===== src/rtl/pifct_pkg.sv =====
// Shared types, constants and the crossing table for the point-in-face test.
// Used by pifct_ctrl, pifct_datapath and point_in_face_crossing_test_unit.
`default_nettype none

package pifct_pkg;

   // field widths
   localparam int COORD_W  = 32;
   localparam int TOL_W    = 16;
   localparam int VERT_W   = 10;
   localparam int LOOP_W   = 4;
   localparam int REGION_W = 4;
   localparam int RES_W    = 2;
   // one extra bit for a difference, one more for point +/- tolerance - vertex
   localparam int MUL_W    = COORD_W + 2;
   localparam int PROD_W   = 2 * MUL_W;

   localparam logic [VERT_W-1:0] VERT_MAX  = {VERT_W{1'b1}};
   localparam logic [LOOP_W-1:0] LOOP_MAX  = {LOOP_W{1'b1}};
   localparam logic [TOL_W-1:0]  TOL_RESET = TOL_W'(16);

   typedef enum logic [1:0] {AXIS_X, AXIS_Y, AXIS_Z} axis_type;

   typedef enum logic [1:0] {EC_NONE, EC_CROSS, EC_BOUND, EC_EXACT} edge_code_type;

   typedef enum logic [RES_W-1:0] {RES_OUTSIDE, RES_INSIDE, RES_BOUNDARY} res_type;

   typedef enum logic [3:0] {
      ST_IDLE, ST_OPEN, ST_TAB, ST_MUL_P, ST_MUL_Q1, ST_CMP1, ST_CMP2,
      ST_ADVANCE, ST_END_LOOP, ST_OUT
   } state_type;

   // commands from controller to datapath
   typedef struct packed {
      logic capture;
      logic open_loop;
      logic advance;
      logic sel_close;
      logic tab_apply;
      logic mul_p;
      logic mul_q1;
      logic cmp1;
      logic cmp_apply;
      logic end_loop;
      logic emit;
   } cmd_type;

   // status from datapath to controller
   typedef struct packed {
      logic first;
      logic closing;
      logic last_face;
      logic exact_needed;
      logic rsp_free;
   } stat_type;

   // crossing table, row is end region, column is start region
   localparam edge_code_type CROSS_TAB [0:8][0:8] = '{
      '{EC_NONE,  EC_NONE,  EC_CROSS, EC_NONE,  EC_BOUND, EC_CROSS, EC_NONE,  EC_NONE,  EC_EXACT},
      '{EC_NONE,  EC_NONE,  EC_CROSS, EC_NONE,  EC_BOUND, EC_CROSS, EC_NONE,  EC_BOUND, EC_CROSS},
      '{EC_CROSS, EC_CROSS, EC_NONE,  EC_CROSS, EC_BOUND, EC_NONE,  EC_EXACT, EC_NONE,  EC_NONE },
      '{EC_NONE,  EC_NONE,  EC_CROSS, EC_NONE,  EC_BOUND, EC_BOUND, EC_NONE,  EC_NONE,  EC_NONE },
      '{EC_BOUND, EC_BOUND, EC_BOUND, EC_BOUND, EC_BOUND, EC_BOUND, EC_BOUND, EC_BOUND, EC_BOUND},
      '{EC_CROSS, EC_CROSS, EC_NONE,  EC_BOUND, EC_BOUND, EC_NONE,  EC_NONE,  EC_NONE,  EC_NONE },
      '{EC_NONE,  EC_NONE,  EC_EXACT, EC_NONE,  EC_BOUND, EC_NONE,  EC_NONE,  EC_NONE,  EC_NONE },
      '{EC_NONE,  EC_BOUND, EC_NONE,  EC_NONE,  EC_BOUND, EC_NONE,  EC_NONE,  EC_NONE,  EC_NONE },
      '{EC_EXACT, EC_CROSS, EC_NONE,  EC_NONE,  EC_BOUND, EC_NONE,  EC_NONE,  EC_NONE,  EC_NONE }
   };

endpackage

`default_nettype wire


===== src/rtl/pifct_ctrl.sv =====
// Sequencer for the point-in-face test: steps each vertex word through its
// edges, the exact compare and the loop close. Depends on pifct_pkg.
`default_nettype none

module pifct_ctrl (
   input  wire logic              clock,
   input  wire logic              reset,
   input  wire logic              req_valid,
   input  wire logic              req_op,
   output logic                   req_stall,
   input  wire pifct_pkg::stat_type stat,
   output pifct_pkg::cmd_type     cmd
);
   import pifct_pkg::*;

   state_type state_ff, state_in;
   logic      phase_ff, phase_in;   // set while working on the closing edge
   state_type edge_done;

   // state register
   always_ff @(posedge clock) begin
      if (reset) begin
         state_ff <= ST_IDLE;
         phase_ff <= 1'b0;
      end else begin
         state_ff <= state_in;
         phase_ff <= phase_in;
      end
   end

   // next state and commands
   always_comb begin
      state_in      = state_ff;
      phase_in      = phase_ff;
      cmd           = '0;
      cmd.sel_close = phase_ff;
      req_stall     = 1'b1;
      edge_done     = phase_ff ? ST_END_LOOP : ST_ADVANCE;
      case (state_ff)
         ST_IDLE: begin
            req_stall = 1'b0;
            if (req_valid) begin
               cmd.capture = 1'b1;
               if (req_op) state_in = ST_OPEN;
            end
         end
         ST_OPEN: begin
            if (stat.first) begin
               cmd.open_loop = 1'b1;
               if (stat.closing) begin
                  phase_in = 1'b1;
                  state_in = ST_TAB;
               end else begin
                  state_in = ST_IDLE;
               end
            end else begin
               phase_in = 1'b0;
               state_in = ST_TAB;
            end
         end
         ST_TAB: begin
            cmd.tab_apply = 1'b1;
            state_in      = stat.exact_needed ? ST_MUL_P : edge_done;
         end
         ST_MUL_P: begin
            cmd.mul_p = 1'b1;
            state_in  = ST_MUL_Q1;
         end
         ST_MUL_Q1: begin
            cmd.mul_q1 = 1'b1;
            state_in   = ST_CMP1;
         end
         ST_CMP1: begin
            cmd.cmp1 = 1'b1;
            state_in = ST_CMP2;
         end
         ST_CMP2: begin
            cmd.cmp_apply = 1'b1;
            state_in      = edge_done;
         end
         ST_ADVANCE: begin
            cmd.advance = 1'b1;
            if (stat.closing) begin
               phase_in = 1'b1;
               state_in = ST_TAB;
            end else begin
               state_in = ST_IDLE;
            end
         end
         ST_END_LOOP: begin
            cmd.end_loop = 1'b1;
            state_in     = stat.last_face ? ST_OUT : ST_IDLE;
         end
         ST_OUT: begin
            if (stat.rsp_free) begin
               cmd.emit = 1'b1;
               state_in = ST_IDLE;
            end
         end
         default: state_in = ST_IDLE;
      endcase
   end

endmodule

`default_nettype wire


===== src/rtl/pifct_datapath.sv =====
// Datapath for the point-in-face test: query and vertex registers, region
// classify, crossing table, shared multiplier, loop verdict and result register.
// Depends on pifct_pkg.
`default_nettype none

module pifct_datapath (
   input  wire logic                            clock,
   input  wire logic                            reset,
   input  wire logic                            req_op,
   input  wire logic signed [pifct_pkg::COORD_W-1:0] req_coord_x,
   input  wire logic signed [pifct_pkg::COORD_W-1:0] req_coord_y,
   input  wire logic signed [pifct_pkg::COORD_W-1:0] req_coord_z,
   input  wire logic signed [pifct_pkg::COORD_W-1:0] req_normal_x,
   input  wire logic signed [pifct_pkg::COORD_W-1:0] req_normal_y,
   input  wire logic signed [pifct_pkg::COORD_W-1:0] req_normal_z,
   input  wire logic                            req_first_of_loop,
   input  wire logic                            req_last_of_loop,
   input  wire logic                            req_last_of_face,
   input  wire logic                            csr_we,
   input  wire logic [pifct_pkg::TOL_W-1:0]     csr_wdata,
   input  wire pifct_pkg::cmd_type              cmd,
   output pifct_pkg::stat_type                  stat,
   output logic                                 rsp_valid,
   input  wire logic                            rsp_stall,
   output logic [pifct_pkg::RES_W-1:0]          rsp_result_code,
   output logic [pifct_pkg::LOOP_W-1:0]         rsp_decided_loop,
   output logic [pifct_pkg::VERT_W-1:0]         rsp_decided_edge
);
   import pifct_pkg::*;

   // configuration and query
   logic [TOL_W-1:0]          tol_ff;
   axis_type                  axis_ff, axis_in;
   logic signed [COORD_W-1:0] qu_ff, qu_in, qv_ff, qv_in;
   // vertex registers
   logic signed [COORD_W-1:0] cur_u_ff, cur_u_in, cur_v_ff, cur_v_in;
   logic [REGION_W-1:0]       cur_r_ff, cur_r_in;
   logic signed [COORD_W-1:0] prev_u_ff, prev_u_in, prev_v_ff, prev_v_in;
   logic [REGION_W-1:0]       prev_r_ff, prev_r_in;
   logic signed [COORD_W-1:0] first_u_ff, first_u_in, first_v_ff, first_v_in;
   logic [REGION_W-1:0]       first_r_ff, first_r_in;
   logic first_ff, first_in, close_ff, close_in, lface_ff, lface_in;
   // face progress
   logic parity_ff, parity_in, loop_fin_ff, loop_fin_in, face_fin_ff, face_fin_in;
   logic outer_done_ff, outer_done_in;
   res_type                verdict_ff, verdict_in;
   logic [VERT_W-1:0]      vcnt_ff, vcnt_in, edge_mark_ff, edge_mark_in;
   logic [LOOP_W-1:0]      lcnt_ff, lcnt_in, loop_mark_ff, loop_mark_in;
   // exact compare
   logic signed [PROD_W-1:0] p_ff, p_in, q_ff, q_in;
   logic c1pos_ff, c1pos_in;
   // result register
   logic                   rsp_valid_ff, rsp_valid_in;
   res_type                rsp_code_ff, rsp_code_in;
   logic [LOOP_W-1:0]      rsp_loop_ff, rsp_loop_in;
   logic [VERT_W-1:0]      rsp_edge_ff, rsp_edge_in;

   // combinational helpers
   logic [COORD_W-1:0]        mag_x, mag_y, mag_z;
   axis_type                  new_axis;
   logic signed [COORD_W-1:0] in_u, in_v;
   logic signed [MUL_W-1:0]   tol_s, hi_u, lo_u, hi_v, lo_v;
   logic [REGION_W-1:0]       in_r;
   logic signed [COORD_W-1:0] u0, v0, u1, v1;
   logic [REGION_W-1:0]       r0, r1;
   edge_code_type             code;
   logic                      skip;
   logic signed [MUL_W-1:0]   d, mul_a, mul_b;
   logic signed [PROD_W-1:0]  prod;
   logic                      d_neg, p_gt_q, p_lt_q;
   res_type                   loop_res;

   // normal magnitudes and dropped axis
   always_comb begin
      mag_x = req_normal_x[COORD_W-1] ? -req_normal_x : req_normal_x;
      mag_y = req_normal_y[COORD_W-1] ? -req_normal_y : req_normal_y;
      mag_z = req_normal_z[COORD_W-1] ? -req_normal_z : req_normal_z;
      if (mag_x >= mag_y && mag_x >= mag_z) new_axis = AXIS_X;
      else if (mag_y >= mag_z)              new_axis = AXIS_Y;
      else                                  new_axis = AXIS_Z;
   end

   // projection of the incoming word, axis taken from the new or stored query
   always_comb begin
      axis_type a;
      a    = req_op ? axis_ff : new_axis;
      in_u = (a == AXIS_X) ? req_coord_y : req_coord_x;
      in_v = (a == AXIS_Z) ? req_coord_y : req_coord_z;
   end

   // region of the incoming vertex around the tolerance box
   always_comb begin
      logic [REGION_W-1:0] ru, rv;
      tol_s = MUL_W'(tol_ff);
      hi_u  = MUL_W'(qu_ff) + tol_s;
      lo_u  = MUL_W'(qu_ff) - tol_s;
      hi_v  = MUL_W'(qv_ff) + tol_s;
      lo_v  = MUL_W'(qv_ff) - tol_s;
      if (MUL_W'(in_u) > hi_u)      ru = REGION_W'(0);
      else if (MUL_W'(in_u) < lo_u) ru = REGION_W'(6);
      else                          ru = REGION_W'(3);
      if (MUL_W'(in_v) > hi_v)      rv = REGION_W'(0);
      else if (MUL_W'(in_v) < lo_v) rv = REGION_W'(2);
      else                          rv = REGION_W'(1);
      in_r = ru + rv;
   end

   // edge endpoints: previous to current, or current back to first
   always_comb begin
      if (cmd.sel_close) begin
         u0 = cur_u_ff;   v0 = cur_v_ff;   r0 = cur_r_ff;
         u1 = first_u_ff; v1 = first_v_ff; r1 = first_r_ff;
      end else begin
         u0 = prev_u_ff;  v0 = prev_v_ff;  r0 = prev_r_ff;
         u1 = cur_u_ff;   v1 = cur_v_ff;   r1 = cur_r_ff;
      end
      code = CROSS_TAB[r1][r0];
      skip = loop_fin_ff | face_fin_ff;
      d    = MUL_W'(v0) - MUL_W'(v1);
      d_neg = d[MUL_W-1];
   end

   // shared multiplier for the three products of the exact compare
   always_comb begin
      mul_a = MUL_W'(u0) - MUL_W'(u1);
      mul_b = MUL_W'(qv_ff) - MUL_W'(v1);
      if (cmd.mul_q1) begin
         mul_a = hi_u - MUL_W'(u1);
         mul_b = d;
      end else if (cmd.cmp1) begin
         mul_a = lo_u - MUL_W'(u1);
         mul_b = d;
      end
      prod   = PROD_W'(mul_a) * PROD_W'(mul_b);
      p_gt_q = p_ff > q_ff;
      p_lt_q = p_ff < q_ff;
   end

   // verdict of the loop just closed
   always_comb begin
      if (loop_fin_ff)    loop_res = RES_BOUNDARY;
      else if (parity_ff) loop_res = RES_INSIDE;
      else                loop_res = RES_OUTSIDE;
   end

   // next state of all registers
   always_comb begin
      axis_in = axis_ff;   qu_in = qu_ff;   qv_in = qv_ff;
      cur_u_in = cur_u_ff; cur_v_in = cur_v_ff; cur_r_in = cur_r_ff;
      prev_u_in = prev_u_ff; prev_v_in = prev_v_ff; prev_r_in = prev_r_ff;
      first_u_in = first_u_ff; first_v_in = first_v_ff; first_r_in = first_r_ff;
      first_in = first_ff; close_in = close_ff; lface_in = lface_ff;
      parity_in = parity_ff; loop_fin_in = loop_fin_ff; face_fin_in = face_fin_ff;
      outer_done_in = outer_done_ff; verdict_in = verdict_ff;
      vcnt_in = vcnt_ff; lcnt_in = lcnt_ff;
      edge_mark_in = edge_mark_ff; loop_mark_in = loop_mark_ff;
      p_in = p_ff; q_in = q_ff; c1pos_in = c1pos_ff;
      rsp_code_in = rsp_code_ff; rsp_loop_in = rsp_loop_ff; rsp_edge_in = rsp_edge_ff;
      rsp_valid_in = rsp_valid_ff & rsp_stall;

      // take in a word
      if (cmd.capture) begin
         cur_u_in = in_u;
         cur_v_in = in_v;
         cur_r_in = in_r;
         first_in = req_first_of_loop;
         close_in = req_last_of_loop | req_last_of_face;
         lface_in = req_last_of_face;
         if (!req_op) begin
            axis_in = new_axis;
            qu_in   = in_u;
            qv_in   = in_v;
            parity_in = 1'b0; loop_fin_in = 1'b0; face_fin_in = 1'b0;
            verdict_in = RES_OUTSIDE; vcnt_in = '0; lcnt_in = '0;
            edge_mark_in = '0; loop_mark_in = '0; outer_done_in = 1'b0;
         end
      end

      // first vertex of a loop
      if (cmd.open_loop) begin
         vcnt_in = '0; parity_in = 1'b0; loop_fin_in = 1'b0;
         first_u_in = cur_u_ff; first_v_in = cur_v_ff; first_r_in = cur_r_ff;
         prev_u_in  = cur_u_ff; prev_v_in  = cur_v_ff; prev_r_in  = cur_r_ff;
      end

      // step past an ordinary edge
      if (cmd.advance) begin
         if (vcnt_ff != VERT_MAX) vcnt_in = vcnt_ff + 1'b1;
         prev_u_in = cur_u_ff; prev_v_in = cur_v_ff; prev_r_in = cur_r_ff;
      end

      // table lookup
      if (cmd.tab_apply && !skip) begin
         case (code)
            EC_CROSS: parity_in = ~parity_ff;
            EC_BOUND: begin
               loop_fin_in  = 1'b1;
               edge_mark_in = vcnt_ff;
               loop_mark_in = lcnt_ff;
            end
            default: ;
         endcase
      end

      // exact compare products
      if (cmd.mul_p)  p_in = prod;
      if (cmd.mul_q1) q_in = prod;
      if (cmd.cmp1) begin
         c1pos_in = d_neg ? p_lt_q : p_gt_q;
         q_in     = prod;
      end
      if (cmd.cmp_apply) begin
         if (c1pos_ff) begin
            parity_in = ~parity_ff;
         end else if (!(d_neg ? p_gt_q : p_lt_q)) begin
            loop_fin_in  = 1'b1;
            edge_mark_in = vcnt_ff;
            loop_mark_in = lcnt_ff;
         end
      end

      // loop close: outer loop sets the verdict, holes can only cut it
      if (cmd.end_loop) begin
         if (!face_fin_ff) begin
            if (!outer_done_ff) begin
               verdict_in = loop_res;
               if (loop_res != RES_BOUNDARY) begin
                  edge_mark_in = '0;
                  loop_mark_in = '0;
               end
               if (loop_res == RES_OUTSIDE) face_fin_in = 1'b1;
            end else if (loop_res == RES_INSIDE) begin
               verdict_in   = RES_OUTSIDE;
               edge_mark_in = '0;
               loop_mark_in = lcnt_ff;
               face_fin_in  = 1'b1;
            end else if (loop_res == RES_BOUNDARY) begin
               verdict_in  = RES_BOUNDARY;
               face_fin_in = 1'b1;
            end
         end
         outer_done_in = 1'b1;
         if (lcnt_ff != LOOP_MAX) lcnt_in = lcnt_ff + 1'b1;
      end

      // deliver the face result and clear progress
      if (cmd.emit) begin
         rsp_valid_in = 1'b1;
         rsp_code_in  = verdict_ff;
         rsp_loop_in  = loop_mark_ff;
         rsp_edge_in  = (verdict_ff == RES_BOUNDARY) ? edge_mark_ff : '0;
         parity_in = 1'b0; loop_fin_in = 1'b0; face_fin_in = 1'b0;
         verdict_in = RES_OUTSIDE; vcnt_in = '0; lcnt_in = '0;
         edge_mark_in = '0; loop_mark_in = '0; outer_done_in = 1'b0;
      end
   end

   // control and state registers
   always_ff @(posedge clock) begin
      if (reset) begin
         tol_ff        <= TOL_RESET;
         axis_ff       <= AXIS_X;
         qu_ff         <= '0;
         qv_ff         <= '0;
         parity_ff     <= 1'b0;
         loop_fin_ff   <= 1'b0;
         face_fin_ff   <= 1'b0;
         outer_done_ff <= 1'b0;
         verdict_ff    <= RES_OUTSIDE;
         vcnt_ff       <= '0;
         lcnt_ff       <= '0;
         edge_mark_ff  <= '0;
         loop_mark_ff  <= '0;
         rsp_valid_ff  <= 1'b0;
      end else begin
         if (csr_we) tol_ff <= csr_wdata;
         axis_ff       <= axis_in;
         qu_ff         <= qu_in;
         qv_ff         <= qv_in;
         parity_ff     <= parity_in;
         loop_fin_ff   <= loop_fin_in;
         face_fin_ff   <= face_fin_in;
         outer_done_ff <= outer_done_in;
         verdict_ff    <= verdict_in;
         vcnt_ff       <= vcnt_in;
         lcnt_ff       <= lcnt_in;
         edge_mark_ff  <= edge_mark_in;
         loop_mark_ff  <= loop_mark_in;
         rsp_valid_ff  <= rsp_valid_in;
      end
   end

   // payload registers
   always_ff @(posedge clock) begin
      cur_u_ff   <= cur_u_in;   cur_v_ff   <= cur_v_in;   cur_r_ff   <= cur_r_in;
      prev_u_ff  <= prev_u_in;  prev_v_ff  <= prev_v_in;  prev_r_ff  <= prev_r_in;
      first_u_ff <= first_u_in; first_v_ff <= first_v_in; first_r_ff <= first_r_in;
      first_ff   <= first_in;   close_ff   <= close_in;   lface_ff   <= lface_in;
      p_ff       <= p_in;       q_ff       <= q_in;       c1pos_ff   <= c1pos_in;
      rsp_code_ff <= rsp_code_in;
      rsp_loop_ff <= rsp_loop_in;
      rsp_edge_ff <= rsp_edge_in;
   end

   // status and outputs
   always_comb begin
      stat.first        = first_ff;
      stat.closing      = close_ff;
      stat.last_face    = lface_ff;
      stat.exact_needed = (code == EC_EXACT) && !skip;
      stat.rsp_free     = !rsp_valid_ff || !rsp_stall;
   end

   assign rsp_valid        = rsp_valid_ff;
   assign rsp_result_code  = rsp_code_ff;
   assign rsp_decided_loop = rsp_loop_ff;
   assign rsp_decided_edge = rsp_edge_ff;

endmodule

`default_nettype wire


===== src/rtl/point_in_face_crossing_test_unit.sv =====
// Point-in-face crossing test, top level: controller plus datapath.
// Depends on pifct_pkg, pifct_ctrl and pifct_datapath.
//
// Usage: send a query word (req_op = 0) with the point and the face normal,
// then one vertex word (req_op = 1) per loop vertex, outer loop first, with
// first_of_loop / last_of_loop / last_of_face marks. The word with
// last_of_face yields one result word on rsp_: outside, inside or boundary,
// with the loop and edge that decided it.
// Steps: a query word is taken in as it is accepted. A vertex word is accepted
// and then opened, then each edge gets a table lookup, plus the exact
// intersection compare when it is needed, which runs its three products
// through one shared 34x34 multiplier, and a step past an ordinary edge;
// a closing vertex handles its ordinary edge, if any, the closing edge and a
// loop close, and the last one adds a step to load the result register.
// req_stall is high while a vertex word is being worked on.
// If rsp_stall holds the result, the next face's words are still taken up to
// its last vertex, which waits until the result register frees.
// Reset (synchronous, active high) sets the tolerance to 16, clears the
// query and face progress and empties the result register.
// csr_we writes boundary_tolerance; write it only while idle.
`default_nettype none

module point_in_face_crossing_test_unit (
   input  wire logic                            clock,
   input  wire logic                            reset,
   input  wire logic                            req_valid,
   output logic                                 req_stall,
   input  wire logic                            req_op,
   input  wire logic signed [pifct_pkg::COORD_W-1:0] req_coord_x,
   input  wire logic signed [pifct_pkg::COORD_W-1:0] req_coord_y,
   input  wire logic signed [pifct_pkg::COORD_W-1:0] req_coord_z,
   input  wire logic signed [pifct_pkg::COORD_W-1:0] req_normal_x,
   input  wire logic signed [pifct_pkg::COORD_W-1:0] req_normal_y,
   input  wire logic signed [pifct_pkg::COORD_W-1:0] req_normal_z,
   input  wire logic                            req_first_of_loop,
   input  wire logic                            req_last_of_loop,
   input  wire logic                            req_last_of_face,
   input  wire logic                            csr_we,
   input  wire logic [pifct_pkg::TOL_W-1:0]     csr_wdata,
   output logic                                 rsp_valid,
   input  wire logic                            rsp_stall,
   output logic [pifct_pkg::RES_W-1:0]          rsp_result_code,
   output logic [pifct_pkg::LOOP_W-1:0]         rsp_decided_loop,
   output logic [pifct_pkg::VERT_W-1:0]         rsp_decided_edge
);
   import pifct_pkg::*;

   cmd_type  cmd;
   stat_type stat;

   pifct_ctrl u_ctrl (
      .clock     (clock),
      .reset     (reset),
      .req_valid (req_valid),
      .req_op    (req_op),
      .req_stall (req_stall),
      .stat      (stat),
      .cmd       (cmd)
   );

   pifct_datapath u_datapath (
      .clock             (clock),
      .reset             (reset),
      .req_op            (req_op),
      .req_coord_x       (req_coord_x),
      .req_coord_y       (req_coord_y),
      .req_coord_z       (req_coord_z),
      .req_normal_x      (req_normal_x),
      .req_normal_y      (req_normal_y),
      .req_normal_z      (req_normal_z),
      .req_first_of_loop (req_first_of_loop),
      .req_last_of_loop  (req_last_of_loop),
      .req_last_of_face  (req_last_of_face),
      .csr_we            (csr_we),
      .csr_wdata         (csr_wdata),
      .cmd               (cmd),
      .stat              (stat),
      .rsp_valid         (rsp_valid),
      .rsp_stall         (rsp_stall),
      .rsp_result_code   (rsp_result_code),
      .rsp_decided_loop  (rsp_decided_loop),
      .rsp_decided_edge  (rsp_decided_edge)
   );

   // a result is loaded only into a free result register
   assert property (@(posedge clock) disable iff (reset)
      cmd.emit |-> (!rsp_valid || !rsp_stall))
      else $error("result loaded over a held result");

   // an accepted vertex word holds off the next word: req_stall is high in the cycle after it
   assert property (@(posedge clock) disable iff (reset)
      (req_valid && !req_stall && req_op) |=> req_stall)
      else $error("vertex word not held off");

   // only a boundary result carries an edge index
   assert property (@(posedge clock) disable iff (reset)
      (rsp_valid && rsp_result_code != RES_BOUNDARY) |-> (rsp_decided_edge == '0))
      else $error("edge index on a non-boundary result");

   // the result code is never the unused code
   assert property (@(posedge clock) disable iff (reset)
      rsp_valid |-> (rsp_result_code == RES_OUTSIDE || rsp_result_code == RES_INSIDE
                     || rsp_result_code == RES_BOUNDARY))
      else $error("bad result code");

endmodule

`default_nettype wire


===== config.mk =====
export PLATFORM = sky130hd
export DESIGN_NAME = point_in_face_crossing_test_unit
export DESIGN_NICKNAME = d
export VERILOG_FILES = /design/src/rtl/pifct_pkg.sv /design/src/rtl/pifct_ctrl.sv /design/src/rtl/pifct_datapath.sv /design/src/rtl/point_in_face_crossing_test_unit.sv
export SDC_FILE = /design/constraint.sdc
export NUM_CORES = 2
export LEC_CHECK = 0
export BUFFER_PORTS_ARGS = -buffer_cell sky130_fd_sc_hd__buf_2
export CORE_UTILIZATION = 27
export CTS_BUF_LIST = sky130_fd_sc_hd__clkbuf_16
export DETAILED_ROUTE_END_ITERATION = 10
export GPL_TIMING_DRIVEN = 1
export MAX_ROUTING_LAYER = met4
export PLACE_DENSITY = 0.4
export SKIP_LAST_GASP = 1
export SYNTH_ARGS = -nofsm -noshare
export SYNTH_HDL_FRONTEND = slang
export SYNTH_SLANG_ARGS = --single-unit

===== constraint.sdc =====
create_clock -name clock -period 36.4 [get_ports clock]
set_input_delay 5.46 -clock clock [delete_from_list [all_inputs] [get_ports clock]]
set_output_delay 5.46 -clock clock [all_outputs]
set_load 0.02 [all_outputs]

==> run metrics <==
status=completed; Pre-antenna DRT Iters=6; worst hold stages=0; most common cell in the synthesized netlist=inv_1; H-tree depth=3; worst skew pair latency=~0.73 ns; CP startpoint kind=register; core area=300000 sq um; Commonest cells post-synth=inv_1, fa_1, nand2_1; CP max-delay cell=xnor2_1; Ys Warns=0; top-area cell type share of the netlist area=0.298; Wirelength per Cell=22.8 microns; max-cap violations=0; Slew headroom=0.0513; Initial Utilization=0.271; cell taking the most area after synthesis=fa_1; reg2reg path depth=47; largest cells by area after synthesis=fa_1, edfxtp_1, ha_1, inv_1, nand2_1; total grt overflow=0; unrepaired setup endpoints after global routing=false; Synth Area per Inst=around 9.1 sq um; Synth cell types=94; clock tree buffer depth=3; Post-CTS Resized=0; dpl hpwl=241000 microns; worst min path class=register to register; DR vias=about 63000; Yosys reg bits=about 480; Synthesized Nets=between 10000 and 15000; Final setup violation count=0; Crit Path Max Fanout=29; final worst path period share=0.419; Setup crit end kind=register; setup repair bufs after CTS=0; initial antenna violation count=16; post-synthesis sequential area ratio=0.163; FILL cells=31576; IO Count=about 240; CTS Hold Bufs=0; Main synth FF type=edfxtp_1; total CTS buffers=66; largest net degree at the start of global routing=78; clk root buf=clkbuf_16; vias in the first global route=between 60000 and 70000; Final nets=between 10000 and 15000; Vias/cell=approximately 4.8; die width=551 microns; global-route wire length before repair=around 440000 microns; mapped cell area=between 80000 and 90000 sq um; port buffer count=roughly 230; area grow syn2layout=10.2%; Final GP Congestion=0.912; required time of the critical path=around 37 ns; Routed Antenna Nets=0; max-slew violation count=0; Iter 0 DRT Violations=4445; CTS tree=yes; most frequent CP cell=fa_1; WS Path Type=register to register; clk_skew=0.0538 ns; die area=~300000 sq um; CP max stage delay=a little under 0.9 ns; Routed Wire Length=298000 microns; Total Routing Usage GR=0.203; Slew @ Worst Pin=between 1 and 1.5 ns; clock-pin slew on the worst setup and hold paths=around 0.060 ns; die height=between 500 and 600 microns; Post-synth EDFFs=360; ys async rst share=0; DRC=0; share of layout cells above drive strength 1=0.0785; endpoints failing hold=0; Final Critical Period=between 15 and 20 ns; Critical Path AT=15.65 ns; setup TNS=0 ns; clk sinks=482; # rows=201; Peak Freq=roughly 0.066 GHz; Post-Synthesis Cells=approximately 9000
[per-layer routing]
metal | wire length (microns) | vias up | GRT usage
met1 | 141000 | 32219 | 0.277
met2 | 134000 | 1590 | 0.317
met3 | 13800 | 284 | 0.0232
met5 | 0 | - | -
met4 | 8370 | 0 | 0.0535
li1 | - | 29142 | -
[final timing paths]
kind                         startpoint                             end  slack [ns]
min reg2reg  u_datapath.loop_mark_ff[1]  u_datapath.rsp_decided_loop[1]        0.45
max reg2reg        u_datapath.tol_ff[1]             u_datapath.p_ff[67]       21.17
min          u_datapath.loop_mark_ff[1]  u_datapath.rsp_decided_loop[1]        0.45
max                u_datapath.tol_ff[1]             u_datapath.p_ff[67]       21.17
[worst max-delay path, delay by kind of cell, from the launching register on]
family,cells,cell delay (ns)
XOR/XNOR,4,1.52
buffers and inverters,6,0.96
AND/OR/NAND/NOR,5,0.90
adder cells (fa/ha/maj),10,5.18
AO/OA/AOI/OAI,22,5.93
flip-flops,1,0.44
[registers in the layout, summed over array words and instances, names as in the netlist, 16 cells and up]
signal,count
u_datapath.qv_ff,32
u_datapath.prev_v_ff,32
u_datapath.cur_u_ff,32
u_datapath.first_v_ff,32
u_datapath.first_u_ff,32
u_datapath.tol_ff,16
u_datapath.qu_ff,32
u_datapath.cur_v_ff,32
u_datapath.prev_u_ff,32
u_datapath.q_ff,68
u_datapath.p_ff,68
[layout by cell type (no fill, tap or decap), types with 45 or more instances in the layout]
cell type,count
nand4_1,93
buf_2,233
nand2_1,1032
o21ai_0,223
clkbuf_16,68
dfxtp_1,121
and2_1,153
a211oi_1,54
buf_4,121
nor3_1,87
xnor2_1,314
edfxtp_1,360
xor2_1,195
nor2b_1,68
ha_1,748
nand3_1,105
and3_1,45
inv_1,1512
nor2_1,722
fa_1,1209
mux2i_1,114
mux2_2,132
o21a_1,57
a21oi_1,411
a21o_1,191
nand2b_1,70
[kinds of logic (layout without fill, tap and decap cells)]
kind of cell             count (synthesis)  count (layout)  share of synthesized area
buffers and inverters                 1878            1985                     0.0874
XOR/XNOR                               511             511                     0.0551
adder cells (fa/ha/maj)               1965            1965                      0.414
other                                    0               7                          0
multiplexers                           262             262                     0.0344
AO/OA/AOI/OAI                         1337            1337                      0.106
flip-flops                             482             482                      0.163
AND/OR/NAND/NOR                       2532            2532                      0.140
[stage by stage]
| stage | hold slack (ns) | utilization | worst slack [ns] | area [sq um] | cells |
|---|---|---|---|---|---|
| 2_1_floorplan | 0.400 | - | 23.73 | 81200 | 8967 |
| 3_3_place_gp | 0.434 | 0.292 | 21.26 | 87400 | 12910 |
| 6_report | 0.446 | 0.299 | 21.17 | 89600 | 13039 |
| 4_1_cts | 0.455 | 0.299 | 21.21 | 89500 | 13032 |
| 3_5_place_dp | 0.436 | 0.292 | 21.26 | 87400 | 12910 |
| 5_1_grt | 0.466 | 0.299 | 20.28 | 89500 | 13036 |
[cell type report]
class                   count  area, sq um  area share
repair buffers            354         2070      0.0232
multi-input cells        6607        61400       0.686
flip-flops and latches    482        13300       0.148
well taps                3958         4950      0.0553
clock inverters            54          483     0.00539
diodes                      7         17.5    0.000196
clock buffers              68         1700      0.0190
inverters                1509         5670      0.0633
Power is left out: the tool's default activity adds up to more than one toggle a clock period on the data nets, which glitch-free logic cannot reach.
